--- config.mk ---
export PLATFORM = sky130hd
export DESIGN_NAME = ratt_ctrl
export DESIGN_NICKNAME = d
export VERILOG_FILES = /design/src/rtl/ratt_pkg.sv /design/src/rtl/ratt_ctrl.sv
export SDC_FILE = /design/constraint.sdc
export NUM_CORES = 1
export LEC_CHECK = 0
export BUFFER_PORTS_ARGS = -buffer_cell sky130_fd_sc_hd__buf_2
export CORE_AREA = 2 2 39 41
export CTS_CLUSTER_SIZE = 20
export DETAILED_ROUTE_END_ITERATION = 8
export DIE_AREA = 0 0 41 43
export REMOVE_ABC_BUFFERS = 1
export SYNTH_ARGS = -nofsm -noshare
export SYNTH_HDL_FRONTEND = slang
export SYNTH_SLANG_ARGS = --single-unit
export TNS_END_PERCENT = 1
--- constraint.sdc ---
create_clock -name clk_i -period 2.9 [get_ports clk_i]
set_input_delay 0.145 -clock clk_i [delete_from_list [all_inputs] [get_ports clk_i]]
set_output_delay 0.145 -clock clk_i [all_outputs]
set_load 0.03 [all_outputs]
--- src/rtl/ratt_pkg.sv ---
// Shared types and constants for the range address translation table.
// Used by the controller, the datapath and the top level; no dependencies.

package ratt_pkg;

  localparam int TableEntries = 64;
  localparam int IdxW = $clog2(TableEntries);
  localparam int AddrW = 64;

  typedef enum logic [1:0] {
    ActAdd       = 2'd0,
    ActRemove    = 2'd1,
    ActTranslate = 2'd2,
    ActUnused    = 2'd3
  } action_e;

  typedef enum logic [1:0] {
    StatDone    = 2'd0,
    StatIgnored = 2'd1,
    StatFull    = 2'd2
  } status_e;

  typedef enum logic [2:0] {
    FsmIdle,
    FsmScan,
    FsmDrain,
    FsmApply,
    FsmReply
  } fsm_state_e;

  typedef struct packed {
    logic [AddrW-1:0] rid;
    logic [AddrW-1:0] old_start;
    logic [AddrW-1:0] old_end;
    logic [AddrW-1:0] new_start;
  } entry_t;

  typedef struct packed {
    logic            load;
    logic            rd_en;
    logic [IdxW-1:0] rd_idx;
    logic            apply;
    logic            reply;
  } ratt_cmd_t;

endpackage

--- src/rtl/ratt_ctrl.sv ---
// Controller for the range address translation table: sequences the table scan.
// Depends on ratt_pkg; drives the datapath through a ratt_cmd_t command bundle.

module ratt_ctrl
  import ratt_pkg::*;
(
  input  logic      clk_i,
  input  logic      rst_ni,
  input  logic      start_i,
  output logic      busy_o,
  output ratt_cmd_t cmd_o
);

  localparam logic [IdxW-1:0] LastIdx = IdxW'(TableEntries - 1);

  fsm_state_e      state_q, state_d;
  logic [IdxW-1:0] cnt_q, cnt_d;

  always_ff @(posedge clk_i or negedge rst_ni) begin
    if (!rst_ni) begin
      state_q <= FsmIdle;
      cnt_q   <= '0;
    end else begin
      state_q <= state_d;
      cnt_q   <= cnt_d;
    end
  end

  always_comb begin
    state_d = state_q;
    cnt_d   = cnt_q;
    case (state_q)
      FsmIdle: begin
        cnt_d = '0;
        if (start_i) begin
          state_d = FsmScan;
        end
      end
      FsmScan: begin
        cnt_d = cnt_q + 1'b1;
        if (cnt_q == LastIdx) begin
          state_d = FsmDrain;
        end
      end
      FsmDrain: state_d = FsmApply;
      FsmApply: state_d = FsmReply;
      FsmReply: state_d = FsmIdle;
      default:  state_d = FsmIdle;
    endcase
  end

  always_comb begin
    cmd_o        = '0;
    cmd_o.rd_idx = cnt_q;
    busy_o       = 1'b1;
    case (state_q)
      FsmIdle: begin
        busy_o     = 1'b0;
        cmd_o.load = start_i;
      end
      FsmScan:  cmd_o.rd_en = 1'b1;
      FsmDrain: ;
      FsmApply: cmd_o.apply = 1'b1;
      FsmReply: cmd_o.reply = 1'b1;
      default:  busy_o = 1'b1;
    endcase
  end

endmodule

-- Yosys cells after proc, flatten, opt, wreduce, memory -nomap -nowiden
Index checks and enable logic that the tools add are counted.
- add/sub/neg operators: 1
- reduce and logical (&&, ||, !) cells: 3
- muxes and demuxes: 9
- eq/ne operators: 7
- operator list (kind ; number):
    one-hot mux 3 bit (4 select lines) ; 1
    one-hot mux 6 bit (2 select lines) ; 1
    adder 6 x 1 -> 6 bit (second input constant) ; 1
    == test 3 x 2 -> 1 bit (second input constant) ; 2
    == test 6 bit (second input constant) ; 1
    2-to-1 mux 3 bit ; 2
    2-to-1 mux 1 bit ; 5
    != test 2 bit (second input constant) ; 2
    == test 3 x 1 -> 1 bit (second input constant) ; 1
    == test 3 bit (second input constant) ; 1
    logical NOT 3 bit ; 1
    AND reduction 2 bit ; 1
    nonzero test 2 bit ; 1
- logic and storage cells: 22
- bits in registers: 9
- input bits: 3
- output and inout bits: 11

-- Depth between registers and ports, before layout
Gate-level depths: netlist (run 1).
- word-level depth: 3
- gate-level depth with buffers: 4
- mapped depth without buffers: 4

-- Least setup slack after synthesis (run 1)
OpenSTA, ideal clock, no wires.
- path kind: register to output
- start: reg state_q[1]
- end: out cmd_o[9] in the netlist's numbering
- buffers on the path: 1
- data required time: 2.755 ns
- setup slack: 1.276 ns
- data arrival time: 1.479 ns
- cell stages (with the launch flop): 4
- path through: dfrtp_1 > buf_6 > or3_1 > nor2_1
- RTL lines (element ; line ; text):
    start: declaration ; ratt_ctrl.sv:16 ; fsm_state_e state_q, state_d;
    start signal: assignment ; ratt_ctrl.sv:21 ; state_q <= FsmIdle;
    start signal: assignment ; ratt_ctrl.sv:24 ; state_q <= state_d;
    end: declaration ; ratt_ctrl.sv:11 ; output ratt_cmd_t cmd_o

==> results.toml, run 1 <==
[logic_synthesis]
synth_area_um2 = 528
synth_top_family_by_area = "simple AND/OR/NAND/NOR gates"
yosysWarnings = 0
yosysTopAreaCell = "dfrtp_1"
synth_cell_types = 28
synth_fa_ha_area_frac = 0.0237
ys_seq_area_frac = 0.427
syn_inst = 55
ys_seq_elements = 9
yosysTopAreaCellShare = 0.427
netlist_top_cells_area = "dfrtp_1 43%, nand2_1 5.7%, nor4b_2 5.7%"
muxShareOfSynthArea = 0.0687
synth_xor_area_frac = 0
avgSynthCellArea_um2 = 9.60
yosys.area_share.simple = 0.296
synth_compound_area_frac = 0.109

[worst_hold_path]
min_path_type = "primary input to flip-flop"
min_path_cells = 2

[critical_path]
arrival_ns = 1.50
crit_type = "flip-flop to output pin"
crit_path_start_kind = "flip-flop"
crit_path_end_kind = "output pin"
reg2regPathDepth = 3
cp_data_required_time_ns = 2.76
worstPathMaxFanout = 12

[power]
p_seq_frac = 0.366
switching_share = 0.458
combPwrFrac = 0.482
p_per_area_nw_per_um2 = 1070
power.internal_mw = 0.359
p_switching_mw = 0.303
p_leak_nw = 0.298
clkPwrFrac = 0.152
vdd.ir_drop.worst_mv = 0.367

[routing]
drtIter0Drc = 4
vias = 437
wl_per_cell_um = 11.6
final_antenna_net_count = 0
drc = 0
via_per_inst = 5.14
drt-pass1-iter-count = 4
drt_wl_total_um = 988

[sta]
finalClockSkew_ns = 0.000132
slew_headroom = 0.753
fmax_ghz = 0.609
setup_viol = 0
hold_slack_ns = 0.140
rsz0062_at_grt = "false"
worst_pin_slew_ns = 0.371
drv_slew = 0
fin_crit_ns = 1.64
finalHoldViolations = 0
fin_crit_sh = 0.566
tns_ns = 0

[flow_run]
maxCapViolCount = 0

[die]
design.die.area_um2 = 1760
die-width_um = 41
fp.coreArea_um2 = 1380
start_util = 0.382
rows = 14
chipHeight_um = 43
ios = 14

[cts]
cts-root-buf = "clkbuf_4"
cts-resized-gates = 0
cts_tree = "done"
holdBufCountCts = 1
post_cts_buffers = 0
cts_sinks = 9
clock_latency_ns = 0.27
clockBufferDepth = 2
cts.clk_slew.worst_paths_ns = 0.06
h-tree-depth = 1
cts_made_buffers = 3

[placed_design]
dpl.hpwl_um = 740
io_buffers = 13
routabilityCongestion = 0.736

[final_layout]
nNetsFinal = 74
antennaDiodeCount = 0
fill_cells = 144
layout-drive-gt1-share = 0.348
layout_commonest_cell = "buf_2"
final_cell_mix = "13 x buf_2, 9 x dfrtp_1, 8 x nand2_1"
area_growth_syn_to_layout_pct = 17.5

[grt]
track_usage = 0.147
grt_antenna_before_repair = 0
overflow = 0
grt_pass1_wl_mm = 1.70
first_global_vias = 414
grt_max_degree = 13

[run_status]
status = "complete, no violations"
[cells by family (layout without fill, tap and decap cells)]
kind of cell / after synthesis / after routing
compound gates: 9 / 9
fa+ha+maj: 1 / 1
buf+inv: 7 / 21
flops: 9 / 9
mux: 3 / 3
simple gates: 26 / 26
[critical path, cell delays in order, from the launching register on]
cell and delay (ns):
dfrtp_1 0.51, or2_1 0.38, nor2_2 0.13, buf_2 0.20
[layer usage]
metal / up-vias / part of all wire / track usage
li1: 221 / - / -
met5: - / 0 / 0
met4: 0 / 0.024 / 0.100
met1: 201 / 0.47 / 0.189
met3: 3 / 0.044 / 0.0314
met2: 12 / 0.46 / 0.209
[power by group through the flow]
stage	sequential, mW	clock (mW)	combinational (mW)
floorplan	0.316	0	0.162
global placement	0.242	0	0.321
detailed placement	0.245	0	0.322
CTS	0.243	0.104	0.325
global route	0.257	0.111	0.351
finish	0.242	0.101	0.319
[state kept, by name (all words and copies together), names as in the netlist]
name	flops
cnt_q	6
state_q	3
[cell type report]
cell class,count,area [um2],share of cell area
clock buffer,4,26.3,0.0423
inverter,3,11.3,0.0181
multi-input combinational,39,263,0.423
sequential,9,225,0.363
tap,16,20.0,0.0323
timing repair buffer,14,75.1,0.121
[Yosys cell counts]
cell and n:
a21oi_1 3, a22o_1 1, a31o_2 1, and3_2 1
and3_4 1, buf_2 1, buf_4 1, buf_6 1
clkbuf_2 1, dfrtp_1 9, ha_1 1, inv_1 3
mux2_2 1, mux2_4 1, mux2i_1 1, nand2_1 8
nand3_1 1, nand4_1 3, nor2_1 3, nor2_2 1
nor2b_1 1, nor3_1 2, nor3b_1 1, nor4b_2 2
o21ai_0 3, o311a_1 1, or2_1 1, or3_1 1
[path summary, 6_finish.rpt]
kind                            slack [ns]              startpoint                      to
worst max-delay path                  1.26  state_q[1]$_DFFE_PN0P_                cmd_o[8]
worst min-delay path                  0.14                 start_i  state_q[0]$_DFFE_PN0P_
worst max register to register        1.58  state_q[1]$_DFFE_PN0P_    cnt_q[0]$_DFFE_PN0P_
worst min register to register        0.54    cnt_q[1]$_DFFE_PN0P_    cnt_q[1]$_DFFE_PN0P_
max in group asynchronous             2.47                  rst_ni    cnt_q[0]$_DFFE_PN0P_
min in group asynchronous             0.25                  rst_ni    cnt_q[1]$_DFFE_PN0P_
[through the flow]
step                      cells  worst slack [ns]  area [um2]  power [mW]  utilization
after floorplan              51              1.29         499       0.478            -
after global placement       80              1.56         584       0.564        0.422
after detailed placement     80              1.56         584       0.568        0.422
after CTS                    85              1.26         621       0.672        0.448
after global routing         85              1.16         621       0.719        0.448
final                        85              1.26         621       0.663        0.448
Power figures use the tool's default switching activity.
==> run 2: changes to the inputs <==
PLACE_DENSITY = 0.65   (was not set)
clock period = 1.5 ns   (was 2.9 ns; I/O delays follow)
==> run 2 against run 1 <==
Against the previous run:
- hold slack got worse by 0.070 ns
- routed wire length increased by 11%
- combinational power increased by 110%
- first-iteration DRC count increased by 50%
- non-clock buffer count increased by 5
- power increased by 97%
- critical endpoint is now cmd_o[9]
==> results.toml, run 2 (synthesis gave the netlist of run 1 again) <==
[run_status]
status = "complete, no violations"

[routing]
vias = 468
drt-pass1-iter-count = 4
via_per_inst = 5.20
drt_wl_total_mm = 1.10
drc = 0
final_antenna_net_count = 0
drtIter0Drc = 6
wl_per_cell_um = 12.2

[final_layout]
largest_reg_flops = 6
final_cell_area_um2 = 669
nNetsFinal = 79
layout-drive-gt1-share = 0.405
largestRegisters = "cnt_q x6, state_q x3"
area_growth_syn_to_layout_pct = 26.8
fin_cells = 90
utilization = 0.484
layout_commonest_cell = "buf_2"
antennaDiodeCount = 0
final_cell_mix = "12 x buf_2, 8 x nand2_1, 8 x dfrtp_1"
top_register = "cnt_q"

[die]
die-width_um = 41
ios = 14
start_util = 0.382
fp.coreArea_um2 = 1380
rows = 14
design.die.area_um2 = 1760
chipHeight_um = 43

[sta]
worst_pin_slew_ns = 0.238
slew_headroom = 0.842
drv_slew = 0
setup_slack_ns = 0.0723
rsz0062_at_grt = "false"
setup_viol = 0
finalHoldViolations = 0
fin_crit_ns = 1.43
finalClockSkew_ns = 0.00340
fmax_ghz = 0.700
fin_crit_sh = 0.952

[critical_path]
worstPathMaxFanout = 7
crit_type = "flip-flop to output pin"
cp_slowest_cell = "dfrtp_1"
crit_path_start_kind = "flip-flop"
crit_chain = "or3_1, nor2_1, clkbuf_4"
cpPeakStageDelay_ns = 0.46
crit_path_end_kind = "output pin"
arrival_ns = 1.35
cp_data_required_time_ns = 1.42

[grt]
grt_pass1_wl_mm = 1.73
grt_max_degree = 12
track_usage = 0.146
first_global_vias = 399
overflow = 0
grt_antenna_before_repair = 0

[cts]
clockBufferDepth = 2
cts_made_buffers = 3
cts_tree = "done"
h-tree-depth = 1
clock_latency_ns = 0.27
cts-root-buf = "clkbuf_4"
cts.clk_slew.worst_paths_ns = 0.07
cts_sinks = 9

[power]
switching_share = 0.458
clkPwrFrac = 0.149
p_switching_mw = 0.599
combPwrFrac = 0.500
power_mw = 1.31
vdd.ir_drop.worst_mv = 0.814
p_per_area_nw_per_um2 = 1950
p_seq_frac = 0.350
p_leak_nw = 0.338
power.internal_mw = 0.709

[placed_design]
routabilityCongestion = 0.739
place_area_um2 = 607
dp_cells = 83
dpl.hpwl_um = 768
io_buffers = 13
dp_slack_ns = 0.261

[flow_run]
maxCapViolCount = 0

[worst_hold_path]
min_path_type = "primary input to flip-flop"
## run 2: final timing paths
check,startpoint,end,slack [ns],depth (start not counted)
setup / recovery,state_q[2]$_DFFE_PN0P_,cmd_o[9],0.07,3
hold / removal,start_i,state_q[0]$_DFFE_PN0P_,0.07,2
setup reg to reg,state_q[1]$_DFFE_PN0P_,cnt_q[2]$_DFFE_PN0P_,0.23,5
hold reg to reg,cnt_q[1]$_DFFE_PN0P_,cnt_q[1]$_DFFE_PN0P_,0.55,2
max in group asynchronous,rst_ni,state_q[1]$_DFFE_PN0P_,1.12,2
min in group asynchronous,rst_ni,cnt_q[5]$_DFFE_PN0P_,0.19,2
## run 2: worst max-delay path, delay by kind of cell, from the launching register on
family	cells	cell delay [ns]
flip-flops	1	0.46
AND/OR/NAND/NOR	2	0.44
buffers and inverters	1	0.19
## run 2: metrics by stage
step | hold slack (ns) | setup TNS (ns)
6_report | 0.0708 | 0
5_1_grt | 0.0871 | 0
4_1_cts | 0.0673 | 0
3_5_place_dp | -0.0593 | 0
3_3_place_gp | -0.0604 | 0
2_1_floorplan | -0.221 | -0.0392
## run 2: routing by layer
layer / GRT usage / part of all wire / up-vias
li1: - / - / 231
met1: 0.190 / 0.46 / 220
met2: 0.206 / 0.47 / 13
met3: 0.0157 / 0.040 / 4
met4: 0.120 / 0.032 / 0
met5: 0 / 0 / -
## run 2: area by class of cell
type	instances	area (um2)
multi-input cells	39	265
flip-flops and latches	9	226
repair buffers	19	120
fillers	144	714
well taps	16	20.0
clock buffers	4	26.3
inverters	3	11.3
## run 2: power by group through the flow
stage                     registers (mW)  logic [mW]  clock network (mW)
after floorplan                    0.612       0.313                   0
after global placement             0.462       0.639                   0
after detailed placement           0.464       0.650                   0
after CTS                          0.459       0.658               0.201
after global routing               0.480       0.715               0.215
final                              0.458       0.655               0.195
## run 2: what timing repair did
item / 4_1_cts / 5_1_grt
cloned: 0 / 0
hold endpoints to repair: 9 / 0
hold buffers: 1 / 0
buffers inserted: 0 / 2
setup endpoints to repair: 1 / 2
resized for setup: 1 / 2
==> run 3: changes to the inputs <==
clock period = 1.2 ns   (was 1.5 ns; I/O delays follow)
==> run 3 against run 2 <==
Against the previous run:
- the run now ends with negative setup slack left
- flip-flop and latch count unchanged
- clock power increased by 23%
- sequential power increased by 22%
- die area unchanged
- setup slack got worse by 0.25 ns
- utilization increased by 7.9 points
- combinational power increased by 48%
- global-route usage increased by 2.1 points
- final cell count increased by 11%
- register-to-register slack got worse by 0.28 ns
- via count increased by 5.1%
- routed wire length increased by 12%
- critical endpoint unchanged
==> results.toml, run 3 (synthesis gave the netlist of run 1 again) <==
[run_status]
status = "finished, violations left"
failed_checks = "negative setup slack"

[final_layout]
nNetsFinal = 89
antennaDiodeCount = 0
largest_reg_flops = 6
layout_commonest_cell = "buf_4"
layout-drive-gt1-share = 0.536
final_cell_mix = "15 x buf_4, 10 x buf_2, 8 x nand2_1"
top_register = "cnt_q"
fin_cells = 100
area_growth_syn_to_layout_pct = 47.4
largestRegisters = "cnt_q x6, state_q x3"

[placed_design]
dp_cells = 89
io_buffers = 13
routabilityCongestion = 0.754
dp_slack_ns = -0.0348
dpl.hpwl_um = 829

[cts]
cts_tree = "done"
clockBufferDepth = 2
cts_made_buffers = 3
cts_sinks = 9
h-tree-depth = 1
cts-root-buf = "clkbuf_4"
cts.clk_slew.worst_paths_ns = 0.06
clock_latency_ns = 0.26

[critical_path]
crit_path_end_kind = "output pin"
arrival_ns = 1.32
r2r_setup_slack_ns = -0.05
crit_path_start_kind = "flip-flop"
cp_data_required_time_ns = 1.14
crit_type = "flip-flop to output pin"
reg2regPathDepth = 5
r2r_end = "cnt_q[2]$_DFFE_PN0P_"
startpoint = "state_q[0]$_DFFE_PN0P_"
worstPathMaxFanout = 2
reg2reg_from = "state_q[2]$_DFFE_PN0P_"

[die]
ios = 14
chipHeight_um = 43
fp.coreArea_um2 = 1380
design.die.area_um2 = 1760
start_util = 0.382
die-width_um = 41
rows = 14

[routing]
drc = 0
drt_wl_total_mm = 1.23
final_antenna_net_count = 0
drtIter0Drc = 5
drt-pass1-iter-count = 4
wl_per_cell_um = 12.3
via_per_inst = 4.92
vias = 492

[sta]
setup_slack_ns = -0.176
worst_pin_slew_ns = 0.240
drv_slew = 0
fin_crit_sh = 1.15
fmax_ghz = 0.727
slew_headroom = 0.840
setup_viol = 8
finalHoldViolations = 0
finalClockSkew_ns = 0.00109
rsz0062_at_grt = "true"
fin_crit_ns = 1.38

[grt]
grt_pass1_wl_mm = 1.99
track_usage = 0.167
overflow = 0
grt_max_degree = 12
first_global_vias = 434
grt_antenna_before_repair = 0

[flow_run]
maxCapViolCount = 0

[worst_hold_path]
min_path_type = "primary input to flip-flop"
min_path_cells = 2
min_to = "state_q[0]$_DFFE_PN0P_"
hold_start = "start_i"

[power]
p_leak_nw = 0.381
p_per_area_nw_per_um2 = 2270
vdd.ir_drop.worst_mv = 1.00
-- run 3: cell count changes in the layout (fill, tap and decap cells not counted), moves of 2 or more --
cell	before	now
buf_4	4	15
buf_6	0	3
buf_2	12	10
o21ai_0	3	1
o21ai_1	0	2
-- run 3: power breakdown --
part | total [mW] | switching (mW) | internal (mW)
registers | 0.558 | 0.140 | 0.418
logic | 0.971 | 0.530 | 0.441
clock network | 0.239 | 0.111 | 0.128
total | 1.77 | 0.781 | 0.987
-- run 3: worst max-delay path by stage --
stage / endpoint
5_1_grt: cmd_o[9]
3_5_place_dp: cnt_q[4]$_DFFE_PN0P_
6_report: cmd_o[9]
2_1_floorplan: cmd_o[9]
4_1_cts: cmd_o[9]
3_3_place_gp: cnt_q[4]$_DFFE_PN0P_
-- run 3: final cells by class --
type | instances | area [um2]
Sequential cell | 9 | 228
Timing Repair Buffer | 29 | 206
Multi-Input combinational cell | 39 | 287
Fill cell | 122 | 606
Clock buffer | 4 | 26.3
Inverter | 3 | 11.3
Tap cell | 16 | 20.0
-- run 3: worst max-delay path, cell delays in order, from the launching register on --
cell and delay [ns]:
dfrtp_1 0.41, or3_4 0.40, nor2_1 0.09, buf_4 0.16
-- run 3: what timing repair did --
item / in CTS / in global routing
pin swaps: 3 / 1
setup buffers: 2 / 4
gates resized for setup: 14 / 2
setup endpoints to repair: 9 / 11
hold buffers: 1 / 0
hold endpoints to repair: 9 / 0
-- run 3: stage by stage --
| stage | total power [mW] | setup TNS (ns) | cell area (um2) | hold WS, ns | utilization |
|---|---|---|---|---|---|
| 3_3_place_gp | 1.44 | -0.00466 | 652 | -0.0759 | 0.471 |
| 4_1_cts | 1.75 | -0.430 | 738 | 0.0678 | 0.533 |
| 2_1_floorplan | 1.16 | -1.13 | 499 | -0.236 | - |
| 3_5_place_dp | 1.46 | -0.0486 | 652 | -0.0755 | 0.471 |
| 6_report | 1.77 | -0.722 | 778 | 0.0663 | 0.562 |
| 5_1_grt | 1.91 | -1.37 | 778 | 0.0577 | 0.562 |
-- run 3: per-layer routing --
layer  global-route usage  vias up  routed length, um
li1                     -      254                  -
met1                0.250      224                600
met2                0.213       11                583
met3               0.0314        3                 35
met4                0.100        0                 12
met5                    0        -                  0
